## config.mk

```make
export PLATFORM = sky130hd
export DESIGN_NAME = utf8vc_accum
export DESIGN_NICKNAME = d
export VERILOG_FILES = /design/src/sv/utf8vc_pkg.sv /design/src/sv/utf8vc_accum.sv
export SDC_FILE = /design/constraint.sdc
export NUM_CORES = 1
export LEC_CHECK = 0
export BUFFER_PORTS_ARGS = -buffer_cell sky130_fd_sc_hd__buf_2
export CORE_MARGIN = 3
export CORE_UTILIZATION = 45
export DETAILED_ROUTE_END_ITERATION = 8
export PLACE_DENSITY = 0.82
export SETUP_SLACK_MARGIN = 0.15
export SYNTH_ARGS = -nofsm -noshare
export SYNTH_HDL_FRONTEND = slang
export SYNTH_SLANG_ARGS = --single-unit
export TNS_END_PERCENT = 20
```

## constraint.sdc

```tcl
create_clock -name clock -period 3.98 [get_ports clock]
set_clock_uncertainty 0.1 [all_clocks]
set_input_delay 0.796 -clock clock [delete_from_list [all_inputs] [get_ports clock]]
set_output_delay 0.796 -clock clock [all_outputs]
set_load 0.01 [all_outputs]
```

## src/sv/utf8vc_pkg.sv

```systemverilog
// Shared types, state codes and helpers for the UTF-8 validator and code point counter.
package utf8vc_pkg;

   // Decoder state between two bytes: continuations still owed and the range
   // the next continuation byte must fall in.
   typedef enum logic [2:0] {
      ST_IDLE,
      ST_P1,
      ST_P2_ANY,
      ST_P2_A0BF,
      ST_P2_809F,
      ST_P3_ANY,
      ST_P3_90BF,
      ST_P3_808F
   } state_type;

   localparam int NSTATES = 8;
   localparam int CNT_W   = 5;

   localparam logic [7:0] ASCII_END  = 8'h80;
   localparam logic [7:0] LEAD2_MIN  = 8'hC2;
   localparam logic [7:0] LEAD3_MIN  = 8'hE0;
   localparam logic [7:0] LEAD4_MIN  = 8'hF0;
   localparam logic [7:0] LEAD_END   = 8'hF5;
   localparam logic [7:0] LEAD_E0    = 8'hE0;
   localparam logic [7:0] LEAD_ED    = 8'hED;
   localparam logic [7:0] LEAD_F0    = 8'hF0;
   localparam logic [7:0] LEAD_F4    = 8'hF4;

   // What a run of bytes does when entered in one given state.
   typedef struct packed {
      state_type         next;
      logic              err;
      logic [CNT_W-1:0]  cnt;
   } entry_type;

   // Transition map: one entry for every possible entry state.
   typedef entry_type [NSTATES-1:0] map_type;

   typedef struct packed {
      logic [63:0] bytes_low;
      logic [63:0] bytes_high;
      logic [4:0]  byte_count;
      logic        last_chunk;
   } req_type;

   typedef struct packed {
      logic [31:0] codepoint_count;
      logic        invalid;
   } rsp_type;

   function automatic map_type identity_map();
      map_type m;
      for (int s = 0; s < NSTATES; s++) begin
         m[s].next = state_type'(3'(s));
         m[s].err  = 1'b0;
         m[s].cnt  = '0;
      end
      return m;
   endfunction

endpackage

```

## src/sv/utf8vc_accum.sv

```systemverilog
// Final stage: applies the chunk map to the carried state, counts, and holds the result word.
module utf8vc_accum #(
   parameter int COUNT_WIDTH = 32
) (
   input  logic                 clock,
   input  logic                 reset,
   input  logic                 tail_valid,
   input  logic                 tail_last,
   input  utf8vc_pkg::map_type  tail_map,
   output logic                 tail_ready,
   output logic                 rsp_valid,
   input  logic                 rsp_stall,
   output utf8vc_pkg::rsp_type  rsp_data
);

   utf8vc_pkg::state_type   state_ff, state_in;
   logic [COUNT_WIDTH-1:0]  count_ff, count_in;
   logic                    err_ff, err_in;
   logic                    rsp_valid_ff, rsp_valid_in;
   utf8vc_pkg::rsp_type     rsp_data_ff, rsp_data_in;

   utf8vc_pkg::entry_type   entry;
   logic [COUNT_WIDTH:0]    sum;
   logic [COUNT_WIDTH-1:0]  count_sat;
   logic [63:0]             count_wide;
   logic [31:0]             count_out;
   logic                    err_all;
   logic                    bad;
   logic                    take;

   assign tail_ready = !(tail_last && rsp_valid_ff && rsp_stall);
   assign take       = tail_valid && tail_ready;

   always_comb begin
      entry      = tail_map[state_ff];
      sum        = {1'b0, count_ff} + (COUNT_WIDTH+1)'(entry.cnt);
      count_sat  = sum[COUNT_WIDTH] ? {COUNT_WIDTH{1'b1}} : sum[COUNT_WIDTH-1:0];
      count_wide = 64'(count_sat);
      count_out  = (|count_wide[63:32]) ? 32'hFFFF_FFFF : count_wide[31:0];
      err_all    = err_ff | entry.err;
      // A sequence still open after the final byte makes the string invalid.
      bad        = err_all || (entry.next != utf8vc_pkg::ST_IDLE);
   end

   always_comb begin
      state_in     = state_ff;
      count_in     = count_ff;
      err_in       = err_ff;
      rsp_valid_in = rsp_valid_ff && rsp_stall;
      rsp_data_in  = rsp_data_ff;
      if (take) begin
         if (tail_last) begin
            state_in                    = utf8vc_pkg::ST_IDLE;
            count_in                    = '0;
            err_in                      = 1'b0;
            rsp_valid_in                = 1'b1;
            rsp_data_in.codepoint_count = bad ? 32'd0 : count_out;
            rsp_data_in.invalid         = bad;
         end else begin
            state_in = entry.next;
            count_in = count_sat;
            err_in   = err_all;
         end
      end
   end

   always_ff @(posedge clock) begin
      if (reset) begin
         state_ff     <= utf8vc_pkg::ST_IDLE;
         count_ff     <= '0;
         err_ff       <= 1'b0;
         rsp_valid_ff <= 1'b0;
      end else begin
         state_ff     <= state_in;
         count_ff     <= count_in;
         err_ff       <= err_in;
         rsp_valid_ff <= rsp_valid_in;
      end
   end

   always_ff @(posedge clock) begin
      rsp_data_ff <= rsp_data_in;
   end

   assign rsp_valid = rsp_valid_ff;
   assign rsp_data  = rsp_data_ff;

   a_clear_after_last: assert property (@(posedge clock) disable iff (reset)
      take && tail_last |=> state_ff == utf8vc_pkg::ST_IDLE && count_ff == '0 && !err_ff)
      else $error("stream state not cleared after the last word");

   a_invalid_zero: assert property (@(posedge clock) disable iff (reset)
      rsp_valid_ff && rsp_data_ff.invalid |-> rsp_data_ff.codepoint_count == 32'd0)
      else $error("invalid result carries a nonzero count");

   a_block_reason: assert property (@(posedge clock) disable iff (reset)
      !tail_ready |-> rsp_valid_ff && rsp_stall)
      else $error("final stage blocked without a waiting result");

endmodule

```

## Word level (Yosys, flattened, before mapping)

Cells that the tools add are included.

- Bitwise operators: 1
- $lt $le $gt $ge: 1
- Add/subtract/negate cells: 1
- Mux-type cells: 8
- Reductions and logical operators: 8

Operator list:

| cell | count |
|---|---|
| $mux 32 | 2 |
| $add 32x5->33 | 1 |
| $bmux 9 s3 | 1 |
| $mux 9 | 1 |
| $logic_and 1x1->1 | 4 |
| $lt 3x4->1 const B | 1 |
| $mux 1 | 3 |
| $mux 3 | 1 |
| $reduce_bool 3->1 | 1 |
| $reduce_and 2->1 | 1 |
| $logic_not 1->1 | 1 |
| $logic_or 1x1->1 | 1 |
| $or 1x1->1 | 1 |

- Flip-flop bits (word level): 70
- Input port bits: 77

## Logic depth before layout (Yosys ltp)

- Word-level depth: 5
- Depth in mapped cells: 12

## Least setup slack after synthesis

OpenSTA, ideal clock, no wires.

- Path kind: flip-flop to flip-flop
- Start point: register state_ff[1]
- End point: register rsp_data_ff (netlist bit rsp_data[13]), data pin
- Data arrival time: 3153 ps
- Stages on the path, launching flop included: 13
- Data required time: 3623 ps
- Path slack: 470 ps
- Clock period less this slack: 3510 ps
- Path buffers: 3
- Library setup time: 257 ps
- Cells stage by stage: dfxtp_1 clkbuf_1 clkbuf_1 mux4_2 mux2_2 ha_1 fa_1 a21oi_1 o22a_1 nor4_2 buf_2 nor3b_1 nor2_1

- Word-level cells in the longest chain between the ends: 4
- Elaborated cells on any way between the ends: 7
- Those cells by class: 1 x add/sub; 3 x mux; 1 x bitwise; 2 x reduce/logical

RTL lines:

| what | RTL line | source |
|---|---|---|
| start: declaration | utf8vc_accum.sv:16 | `utf8vc_pkg::state_type state_ff, state_in;` |
| start signal: assignment | utf8vc_accum.sv:69 | `state_ff <= utf8vc_pkg::ST_IDLE;` |
| start signal: assignment | utf8vc_accum.sv:74 | `state_ff <= state_in;` |
| $bmux 9 s3 * | utf8vc_accum.sv:35 | `entry = tail_map[state_ff];` |
| $mux 9 (not written as such) * | utf8vc_accum.sv:35 |  |
| $add 32x5->33, or another cell as far along | utf8vc_accum.sv:36 | `sum = {1'b0, count_ff} + (COUNT_WIDTH+1)'(entry.cnt);` |
| $mux 32 / $logic_or 1x1->1 (equally long branches) | utf8vc_accum.sv:37, utf8vc_accum.sv:42 |  |
| end signal: assignment | utf8vc_accum.sv:82 | `rsp_data_ff <= rsp_data_in;` |
| end: declaration | utf8vc_accum.sv:20 | `utf8vc_pkg::rsp_type rsp_data_ff, rsp_data_in;` |

Every way passes the cells marked *; elsewhere a longest branch is shown, timed or not. The select of a mux whose other input is x is not followed.
A chain may end at the register's enable or synchronous reset.

## Final worst setup path

- Start point: register state_ff[0]
- End point: register rsp_data_ff (netlist bit rsp_data[13]), data pin

Same word-level chain as after synthesis.

==> qor.yml <==
cts_tree: "yes"
first_iter_violations: 428
pwr-share-clk_pct: 36.7
die_y_um: 104
num_rows: 35
synth_top_area_share_pct: 22.9
grt_max_degree: 34
hold_buffers: 0
switching_share_pct: 27.1
crit_fanout: 10
drv_cap: 0
postRouteAntennaNets: 0
die_w_um: 104
setup_violations: 0
syn_avg_cell_area_um2: 9.87
insertion_delay_ns: 0.35
clockBufferDepth: 2
cts_root_buf: "clkbuf_8"
p_comb_share_pct: 14.5
grt_pass1_vias: 4137
dp_hpwl_um: 9160
syn_nets: 521
slew_headroom_pct: 41.9
fmax_mhz: 284
drive_gt1_share_pct: 33.3
io_buffers: 111
grt.overflow.total: 0
post-place-ws_ns: 0.248
critPathCaptureType: "flip-flop"
insertedDiodeCount: 0
area_growth_pct: 20.2
post-route-drc-count: 0
cts_sinks: 70
antenna_found_initial: 0
yosys.area.top_type: "edfxtp_1"
synth-warning-count: 0
timing.final.ws_setup_ns: 0.463
switching_power_uw: 436
design.core.area_um2: 9280
dr_total_vias: 4153
hold_viol: 0
synth_common_cells: "37 x dfxtp_1, 34 x a21oi_1, 33 x edfxtp_1"
leakagePower_nw: 1.77
power_density_nw_per_um2: 309
grt_use_total_pct: 23.2
rsz0062_at_grt: "false"
netlist_area_um2: 4320
cp_data_required_time_ns: 3.98
post_drt_wl_per_cell_um: 18.5
fin_crit_sh_pct: 88.4
fin_crit_ns: 3.52
htreeDepth: 3
arrival_ns: 3.51
cts_made_buffers: 9
post-cts-setup-buffers: 0
synth_most_common_cell: "dfxtp_1"
hold_ws_ns: 0.364
synth_edf_count: 33
peakVddDrop_v: 0.000242
async_flop_share_pct: 0
dieArea_um2: 10800
status: "completed"
instances_no_fill: 675
ys_seq_area_share_pct: 40.0
ys.flop_type: "dfxtp_1"
wirelength_um: 12500
clk_transition_reported_paths_ns: 0.08
worst_slew_pin_slew_ns: 0.863
placedCellCount: 659
power.share.sequential_pct: 48.8
grt_pass1_wl_um: 20600
drt-vias-per-instance: 6.15
final_max_slew_viol_count: 0
hold_path_class: "flip-flop to flip-flop"
synthDistinctLibCells: 66
setup_tns_ns: 0
first_pass_iters: 6
synthCells: 438
ios: 112
start_kind: "flip-flop"
initial_core_util_pct: 46.6
path_class: "flip-flop to flip-flop"
nNetsFinal: 624
cts_resized: 0
synth-seq-cells: 70
power.internal_mw: 1.17
place_congestion: 0.958
synthTopCellsByArea: "edfxtp_1 23%, dfxtp_1 17%, mux4_2 9.4%"
[kinds of logic (layout without fill, tap and decap cells)]
| kind of cell | count (synthesis) | after routing | share of synthesized area (%) |
|---|---|---|---|
| compound gates | 128 | 128 | 20.4 |
| xor+xnor | 14 | 14 | 2.84 |
| fa+ha+maj | 6 | 6 | 1.91 |
| buf+inv | 47 | 155 | 5.01 |
| flops | 70 | 70 | 40.0 |
| mux | 26 | 26 | 11.4 |
| simple gates | 147 | 147 | 18.4 |
[placed cells by master (no fill, tap or decap), types with 5 or more instances in the layout]
cell	n
and4_1	9
nand2_1	27
edfxtp_1	33
or3_1	5
nor2_1	31
o21ai_1	11
o21a_1	6
and3_1	7
inv_1	13
dfxtp_1	37
buf_4	14
xor2_1	7
a21o_1	5
nand4_1	12
a31oi_1	11
a21oi_1	34
xnor2_1	7
nand3_1	18
o21ai_0	14
nor3_1	15
mux2_2	7
buf_2	111
ha_1	5
mux4_2	18
clkbuf_8	9
[per-layer routing]
layer	part of all wire, %	up-vias	GRT usage, %
li1	-	1915	-
met1	42	1943	31.5
met2	45	257	36.2
met3	10	38	4.78
met4	2.8	0	9.50
met5	0	-	0
[final timing paths]
path	cells after the start	endpoint	from	slack (ns)
worst max-delay path	11	rsp_data[13]	state_ff[0]	0.46
worst min-delay path	2	count_ff[0]	count_ff[0]	0.36
worst max register to register	11	rsp_data[13]	state_ff[0]	0.46
worst min register to register	2	count_ff[0]	count_ff[0]	0.36
[critical path, cell delays in order (launching register included)]
cell	delay, ns
dfxtp_1	0.34
buf_4	0.22
mux4_2	0.52
mux2_2	0.28
ha_1	0.21
fa_1	0.40
a21oi_1	0.31
o22a_1	0.31
nor4_2	0.11
buf_4	0.18
nor3b_1	0.21
nor2_1	0.07
[flip-flops by register name (all words and copies together) (netlist names)]
register and flops:
rsp_data 33, err_ff 1, rsp_valid 1, count_ff 32
state_ff 3
[metrics by stage]
stage / cell area (µm²) / util [%] / power [mW]
finish: 5200 / 56.0 / 1.61
global route: 5200 / 56.0 / 1.66
CTS: 5200 / 56.0 / 1.61
detailed placement: 5000 / 53.8 / 1.03
global placement: 5000 / 53.8 / 1.02
floorplan: 4320 / - / 0.941
[power groups by stage]
stage,clock [mW],combinational (mW),sequential [mW]
finish,0.589,0.234,0.784
global route,0.623,0.255,0.787
CTS,0.595,0.231,0.784
detailed placement,0,0.231,0.801
global placement,0,0.222,0.799
floorplan,0,0.138,0.803
[layout make-up]
type                       count  area, µm²
inverter                      13       48.8
clock buffer                  10        128
timing repair buffer         126        681
sequential                    70       1730
multi-input combinational    321       2380
tap                          129        161
fill                         840       4090
clock inverter                 6       70.1
No activity file was read; power rests on OpenSTA's default activity.
