--- config.mk ---
export PLATFORM = sky130hd
export DESIGN_NAME = utf8vc_lane
export DESIGN_NICKNAME = d
export VERILOG_FILES = /design/src/sv/utf8vc_pkg.sv /design/src/sv/utf8vc_lane.sv
export SDC_FILE = /design/constraint.sdc
export NUM_CORES = 1
export LEC_CHECK = 0
export BUFFER_PORTS_ARGS = -buffer_cell sky130_fd_sc_hd__buf_2
export CAP_MARGIN = 20
export CORE_UTILIZATION = 41
export DETAILED_ROUTE_END_ITERATION = 6
export GPL_ROUTABILITY_DRIVEN = 0
export PLACE_DENSITY = 0.76
export SYNTH_ARGS = -nofsm -noshare
export SYNTH_HDL_FRONTEND = slang
export SYNTH_SLANG_ARGS = --single-unit
--- constraint.sdc ---
create_clock -name clock -period 1.53 [get_ports clock]
set_clock_uncertainty 0.2 [all_clocks]
set_input_delay 0.2295 -clock clock [delete_from_list [all_inputs] [get_ports clock]]
set_output_delay 0.2295 -clock clock [all_outputs]
set_load 0.01 [all_outputs]
--- src/sv/utf8vc_pkg.sv ---
// Shared types, state codes and helpers for the UTF-8 validator and code point counter.
package utf8vc_pkg;

   // Decoder state between two bytes: continuations still owed and the range
   // the next continuation byte must fall in.
   typedef enum logic [2:0] {
      ST_IDLE,
      ST_P1,
      ST_P2_ANY,
      ST_P2_A0BF,
      ST_P2_809F,
      ST_P3_ANY,
      ST_P3_90BF,
      ST_P3_808F
   } state_type;

   localparam int NSTATES = 8;
   localparam int CNT_W   = 5;

   localparam logic [7:0] ASCII_END  = 8'h80;
   localparam logic [7:0] LEAD2_MIN  = 8'hC2;
   localparam logic [7:0] LEAD3_MIN  = 8'hE0;
   localparam logic [7:0] LEAD4_MIN  = 8'hF0;
   localparam logic [7:0] LEAD_END   = 8'hF5;
   localparam logic [7:0] LEAD_E0    = 8'hE0;
   localparam logic [7:0] LEAD_ED    = 8'hED;
   localparam logic [7:0] LEAD_F0    = 8'hF0;
   localparam logic [7:0] LEAD_F4    = 8'hF4;

   // What a run of bytes does when entered in one given state.
   typedef struct packed {
      state_type         next;
      logic              err;
      logic [CNT_W-1:0]  cnt;
   } entry_type;

   // Transition map: one entry for every possible entry state.
   typedef entry_type [NSTATES-1:0] map_type;

   typedef struct packed {
      logic [63:0] bytes_low;
      logic [63:0] bytes_high;
      logic [4:0]  byte_count;
      logic        last_chunk;
   } req_type;

   typedef struct packed {
      logic [31:0] codepoint_count;
      logic        invalid;
   } rsp_type;

   function automatic map_type identity_map();
      map_type m;
      for (int s = 0; s < NSTATES; s++) begin
         m[s].next = state_type'(3'(s));
         m[s].err  = 1'b0;
         m[s].cnt  = '0;
      end
      return m;
   endfunction

endpackage

--- src/sv/utf8vc_lane.sv ---
// One byte lane: transition map of a single byte for all entry states, registered.
module utf8vc_lane (
   input  logic                  clock,
   input  logic                  load,
   input  logic                  lane_on,
   input  logic                  surr_allow,
   input  logic [7:0]            byte_in,
   output utf8vc_pkg::map_type   map_ff
);

   utf8vc_pkg::map_type map_in;

   function automatic utf8vc_pkg::entry_type step_byte(input utf8vc_pkg::state_type s,
                                                       input logic [7:0] b,
                                                       input logic allow);
      utf8vc_pkg::entry_type e;
      logic cont_hit;
      e.next   = utf8vc_pkg::ST_IDLE;
      e.err    = 1'b0;
      e.cnt    = '0;
      case (s)
         utf8vc_pkg::ST_P1,
         utf8vc_pkg::ST_P2_ANY,
         utf8vc_pkg::ST_P3_ANY:  cont_hit = b inside {[8'h80:8'hBF]};
         utf8vc_pkg::ST_P2_A0BF: cont_hit = b inside {[8'hA0:8'hBF]};
         utf8vc_pkg::ST_P2_809F: cont_hit = b inside {[8'h80:8'h9F]};
         utf8vc_pkg::ST_P3_90BF: cont_hit = b inside {[8'h90:8'hBF]};
         utf8vc_pkg::ST_P3_808F: cont_hit = b inside {[8'h80:8'h8F]};
         default:                cont_hit = 1'b0;
      endcase
      if (cont_hit) begin
         case (s)
            utf8vc_pkg::ST_P1:      e.next = utf8vc_pkg::ST_IDLE;
            utf8vc_pkg::ST_P2_ANY,
            utf8vc_pkg::ST_P2_A0BF,
            utf8vc_pkg::ST_P2_809F: e.next = utf8vc_pkg::ST_P1;
            default:                e.next = utf8vc_pkg::ST_P2_ANY;
         endcase
      end else begin
         // A broken sequence is dropped and the byte is judged again as a lead.
         e.err = (s != utf8vc_pkg::ST_IDLE);
         if (b < utf8vc_pkg::ASCII_END) begin
            e.cnt = utf8vc_pkg::CNT_W'(1);
         end else if (b < utf8vc_pkg::LEAD2_MIN) begin
            e.err = 1'b1;
         end else if (b < utf8vc_pkg::LEAD3_MIN) begin
            e.cnt  = utf8vc_pkg::CNT_W'(1);
            e.next = utf8vc_pkg::ST_P1;
         end else if (b < utf8vc_pkg::LEAD4_MIN) begin
            e.cnt = utf8vc_pkg::CNT_W'(1);
            if (b == utf8vc_pkg::LEAD_E0) begin
               e.next = utf8vc_pkg::ST_P2_A0BF;
            end else if (b == utf8vc_pkg::LEAD_ED && !allow) begin
               e.next = utf8vc_pkg::ST_P2_809F;
            end else begin
               e.next = utf8vc_pkg::ST_P2_ANY;
            end
         end else if (b < utf8vc_pkg::LEAD_END) begin
            e.cnt = utf8vc_pkg::CNT_W'(1);
            if (b == utf8vc_pkg::LEAD_F0) begin
               e.next = utf8vc_pkg::ST_P3_90BF;
            end else if (b == utf8vc_pkg::LEAD_F4) begin
               e.next = utf8vc_pkg::ST_P3_808F;
            end else begin
               e.next = utf8vc_pkg::ST_P3_ANY;
            end
         end else begin
            e.err = 1'b1;
         end
      end
      return e;
   endfunction

   always_comb begin
      if (lane_on) begin
         for (int s = 0; s < utf8vc_pkg::NSTATES; s++) begin
            map_in[s] = step_byte(utf8vc_pkg::state_type'(3'(s)), byte_in, surr_allow);
         end
      end else begin
         map_in = utf8vc_pkg::identity_map();
      end
   end

   always_ff @(posedge clock) begin
      if (load) begin
         map_ff <= map_in;
      end
   end

endmodule

# Yosys cells after proc, flatten, opt, wreduce, memory -nomap -nowiden
# Cells that the tools add are included.
# word_totals
reg_bits	60
input_bits	12
output_inout_bits	72
word_cells	90
# op_classes
reduce_logical	14
order_cmp	11
eq_ne	4
bitwise	1
muxes	33
# op_table
op	count
$lt A8 B8 Y1 const B	5
$mux W3	11
$eq A8 B8 Y1 const B	4
$ge A8 B8 Y1 const B	3
$le A8 B8 Y1 const B	3
$mux W1	14
$reduce_or A2 Y1	6
$mux W2	5
$mux W5	2
$logic_and A1 B1 Y1	6
$mux W4	1
$reduce_or A3 Y1	1
$logic_not A1 Y1	1
$not A1 Y1	1

# Depth between registers and ports, before layout
# depth
depth_word	9
depth_mapped	5
ltp_nobuf	4

# Worst setup path before layout
# Ideal clock, no wire load.
# synth_path
path_kind	input to register
from	in byte_in[0]
to	reg map_ff[24] (netlist name) (data pin)
setup_time_ns	0.270
required_ns	1.060
arrival_ns	1.083
setup_slack_ns	-0.023
path_stages	4
path_buffers	0
path_cell_list	nor4_1 > mux2_2 > nand3_1 > a21oi_1
# synth_between
elab_chain_cells	8
word_cells_on_any_way	19
cone_classes	order compare: 7; eq/ne: 2; mux: 9; reduce/logical: 1
# synth_lines
item	line_no	rtl
start: declaration	utf8vc_lane.sv:7	input logic [7:0] byte_in,
parallel branches: the longest is 7 deep, another holds $lt A8 B8 Y1	-	
$mux W2 *	utf8vc_lane.sv:31	if (cont_hit) begin
end signal: assignment	utf8vc_lane.sv:86	map_ff <= map_in;
end: declaration	utf8vc_lane.sv:8	output utf8vc_pkg::map_type map_ff
# Every way passes the cells marked *. The select of a mux whose other input is x is not followed.
# A chain may end at the register's enable or synchronous reset.

# Worst setup path after layout
# layout_path
from	in byte_in[2]
to	reg map_ff[26] (netlist name) (data pin)
# layout_between
elab_chain_cells	8
word_cells_on_any_way	20
cone_classes	order compare: 7; eq/ne: 2; mux: 8; reduce/logical: 3
# layout_lines
item
parallel branches: the longest is 8 deep, another holds $lt A8 B8 Y1
# Parallel ways; which one is timed is not known. The select of a mux whose other input is x is not followed.

==> impl_metrics.prom <==
# TYPE chip_impl_metric gauge
chip_impl_metric{name="globalRouteTotalUtil",unit="%"} 13.5
chip_impl_info{name="critical_path_class",value="in -> reg"} 1
chip_impl_metric{name="ctsResizeCount",unit=""} 0
chip_impl_info{name="root_buffer",value="sky130_fd_sc_hd__clkbuf_8"} 1
chip_impl_metric{name="grt_max_degree",unit=""} 35
chip_impl_metric{name="pin_count",unit=""} 84
chip_impl_metric{name="grt_pass1_wl",unit="mm"} 4.26
chip_impl_metric{name="count_of_h_tree_levels_built_during_cts",unit=""} 2
chip_impl_metric{name="ant_nets",unit=""} 0
chip_impl_metric{name="crit_required",unit="ps"} 1430
chip_impl_metric{name="drv.max_cap_violation_count",unit=""} 0
chip_impl_metric{name="setup_viol",unit=""} 0
chip_impl_info{name="rsz0062_at_grt",value="false"} 1
chip_impl_metric{name="combPwrFrac",unit="%"} 16.4
chip_impl_info{name="top_register",value="map_ff"} 1
chip_impl_metric{name="met2_usage",unit="%"} 22.3
chip_impl_metric{name="cts-hold-fix-buffers",unit=""} 0
chip_impl_info{name="path_delay_family",value="simple AND/OR/NAND/NOR gates"} 1
chip_impl_info{name="path_cells",value="buf_2, buf_4, o21a_1, o211ai_1, nand2_2, nor4_2"} 1
chip_impl_info{name="worst_setup_path_start_kind",value="input port"} 1
chip_impl_metric{name="clk_transition_reported_paths",unit="ps"} 60
chip_impl_info{name="violations",value="design-rule violations"} 1
chip_impl_metric{name="hold_violations",unit=""} 0
chip_impl_info{name="timing.hold.worst_endpoint",value="map_ff[69]"} 1
chip_impl_metric{name="final_design_area_no_fill",unit="mm2"} 0.00210
chip_impl_metric{name="area.growth.synth_to_final",unit="%"} 23.5
chip_impl_metric{name="numCtsBuffers",unit=""} 5
chip_impl_info{name="crit_start",value="byte_in[2]"} 1
chip_impl_info{name="cp_slowest_cell",value="sky130_fd_sc_hd__o211ai_1"} 1
chip_impl_metric{name="p_clk_share",unit="%"} 29.3
chip_impl_metric{name="die_w",unit="um"} 66.4
chip_impl_metric{name="ir_worst_vdd",unit="V"} 0.000336
chip_impl_metric{name="layout.nets",unit=""} 211
chip_impl_metric{name="globalRouteOverflowTotal",unit=""} 0
chip_impl_metric{name="first_global_vias",unit=""} 932
chip_impl_metric{name="final_min_period_over_clock_period",unit="%"} 92.6
chip_impl_metric{name="holdWs",unit="ps"} 179
chip_impl_metric{name="drt_pre_antenna_iters",unit=""} 6
chip_impl_metric{name="postRouteWirelength",unit="mm"} 2.88
chip_impl_metric{name="number_of_core_rows",unit=""} 23
chip_impl_metric{name="initial_drc_count",unit=""} 126
chip_impl_metric{name="yosysSeqAreaShare",unit="%"} 60.1
chip_impl_info{name="outcome",value="finished, violations left"} 1
chip_impl_metric{name="floorplan.die_area",unit="mm2"} 0.00440
chip_impl_info{name="hold_path.startpoint",value="lane_on"} 1
chip_impl_metric{name="grtUsageMet1",unit="%"} 14.9
chip_impl_metric{name="power.net_switching",unit="mW"} 0.528
chip_impl_metric{name="share_seq_of_total_power",unit="%"} 54.3
chip_impl_info{name="global_route.peak_usage_layer",value="met2"} 1
chip_impl_metric{name="total_power",unit="mW"} 2.08
chip_impl_metric{name="cell_internal_pwr",unit="mW"} 1.55
chip_impl_metric{name="floorplan.initialDensity",unit="%"} 42.4
chip_impl_metric{name="vias",unit=""} 1127
chip_impl_metric{name="yosysWarnings",unit=""} 0
chip_impl_info{name="reg_top3",value="map_ff (34)"} 1
chip_impl_metric{name="critPathArrivalTime",unit="ps"} 1320
chip_impl_metric{name="fp.dieH",unit="um"} 66.4
chip_impl_metric{name="power_density_relative_to_cell_area",unit="mW/mm2"} 990
chip_impl_info{name="clock_tree_from_tritoncts",value="built"} 1
chip_impl_metric{name="largest_register_ff_count",unit=""} 34
chip_impl_metric{name="remaining_drc_errors",unit=""} 1
chip_impl_metric{name="pins_over_slew_limit",unit=""} 0
chip_impl_metric{name="p_leak",unit="nW"} 0.887
chip_impl_metric{name="placedInstanceArea",unit="mm2"} 0.00198
chip_impl_info{name="endpoint_kind",value="register"} 1
chip_impl_metric{name="place.port_buffers",unit=""} 51
chip_impl_metric{name="final_layout_size_suffix_gt1_share",unit="%"} 44.5
chip_impl_metric{name="antenna_cells",unit=""} 0
chip_impl_info{name="mostFrequentLayoutCell",value="sky130_fd_sc_hd__buf_2"} 1
chip_impl_info{name="layout.cells.most_common_list",value="sky130_fd_sc_hd__buf_2 (51), sky130_fd_sc_hd__edfxtp_1 (34), sky130_fd_sc_hd__conb_1 (32)"} 1
chip_impl_metric{name="flip_flop_and_latch_count_after_synthesis",unit=""} 34
chip_impl_metric{name="switching_share",unit="%"} 25.5
chip_impl_metric{name="drt_wl_cell",unit="um"} 11.5
chip_impl_metric{name="synthCells",unit=""} 135
chip_impl_metric{name="min_period",unit="ps"} 1420
chip_impl_metric{name="slowest_delay",unit="ps"} 290
chip_impl_metric{name="gr-usage-met3",unit="%"} 5.52
chip_impl_metric{name="clock_sinks",unit=""} 34
chip_impl_metric{name="worst-path-max-fanout",unit=""} 5
chip_impl_metric{name="fmax",unit="MHz"} 706
chip_impl_metric{name="initial_antenna_violation_count",unit=""} 0
chip_impl_metric{name="post_synth_instance_area",unit="mm2"} 0.00170
chip_impl_metric{name="hold-path-cell-count",unit=""} 3
chip_impl_metric{name="core_area",unit="mm2"} 0.00400
chip_impl_metric{name="drt-vias-per-instance",unit=""} 4.51
chip_impl_metric{name="fin_tns_setup",unit="ps"} 0
chip_impl_metric{name="postSynthAreaPerCell",unit="um2"} 12.6
chip_impl_metric{name="fin_util",unit="%"} 52.4
chip_impl_metric{name="post-dp-hpwl",unit="mm"} 2.14
chip_impl_metric{name="yosysUniqueCellTypes",unit=""} 32
chip_impl_info{name="hold_path_class",value="in -> reg"} 1
chip_impl_metric{name="clk_path_buf_depth",unit=""} 2
chip_impl_metric{name="post_cts_setup_buffers",unit=""} 0
chip_impl_metric{name="buf_inv_stages_crit_path",unit=""} 2
[how the worst max path moves through the flow]
stage            endpoint  slack, ps  depth (start not counted)
6_report       map_ff[26]        110                          6
5_1_grt        map_ff[62]         30                          6
4_1_cts        map_ff[26]         30                          6
3_5_place_dp   map_ff[26]       -260                          6
3_3_place_gp   map_ff[51]       -270                          6
2_1_floorplan  map_ff[24]         20                          4
[metal layers]
metal | share of wire (%) | wire length, um
met2 | 48 | 1390
met1 | 40 | 1160
met3 | 10 | 296
met4 | 1.2 | 35
met5 | 0 | 0
[cells by family (layout without fill, tap and decap cells)]
| group | after synthesis | count (layout) | share of synthesized area (%) |
|---|---|---|---|
| flops | 34 | 34 | 60.1 |
| other cells | 1 | 32 | 0.221 |
| buf+inv | 45 | 78 | 18.9 |
| simple gates | 31 | 32 | 10.3 |
| compound gates | 23 | 23 | 9.80 |
| mux | 1 | 1 | 0.663 |
[power groups by stage]
stage	clock [mW]	sequential, mW	combinational [mW]
finish	0.608	1.13	0.341
floorplan	0	1.19	0.196
global placement	0	1.15	0.321
detailed placement	0	1.15	0.329
CTS	0.624	1.13	0.330
global route	0.651	1.14	0.379
[tightest hold or removal path: stages]
cell,delay [ps]
sky130_fd_sc_hd__buf_2,110
sky130_fd_sc_hd__buf_4,160
sky130_fd_sc_hd__nand2_1,60
[cell type report]
class | count | area (um2)
multi-input combinational | 88 | 529
fill | 348 | 1900
inverter | 3 | 11.3
clock inverter | 2 | 8.76
timing repair buffer | 67 | 392
clock buffer | 6 | 72.6
sequential | 34 | 1020
tap | 50 | 62.6
[through the flow]
step	instances	setup slack (ps)
after floorplan	166	21.2
after global placement	243	-269
after detailed placement	243	-261
after CTS	251	29.4
after global routing	250	30.6
final	250	113
[Yosys cell counts, drive strengths merged]
library cell / number / area (um2)
a211oi: 3 / 22.5
a21oi: 13 / 80.1
and2: 1 / 6.26
and3: 1 / 7.51
and4b: 1 / 13.8
buf: 40 / 302
clkbuf: 2 / 7.51
clkinv: 1 / 3.75
conb: 1 / 3.75
edfxtp: 34 / 1020
inv: 2 / 7.51
mux2: 1 / 11.3
nand2: 10 / 40.0
nand2b: 1 / 6.26
nand3: 2 / 10.0
nand4: 1 / 6.26
nand4b: 1 / 8.76
nor2: 6 / 25.0
nor3: 1 / 5.00
nor4: 4 / 25.0
nor4b: 1 / 15.0
o211ai: 1 / 7.51
o21a: 1 / 7.51
o21bai: 1 / 18.8
o31ai: 4 / 30.0
or2: 1 / 6.26
No activity file was read; power rests on OpenSTA's default activity.
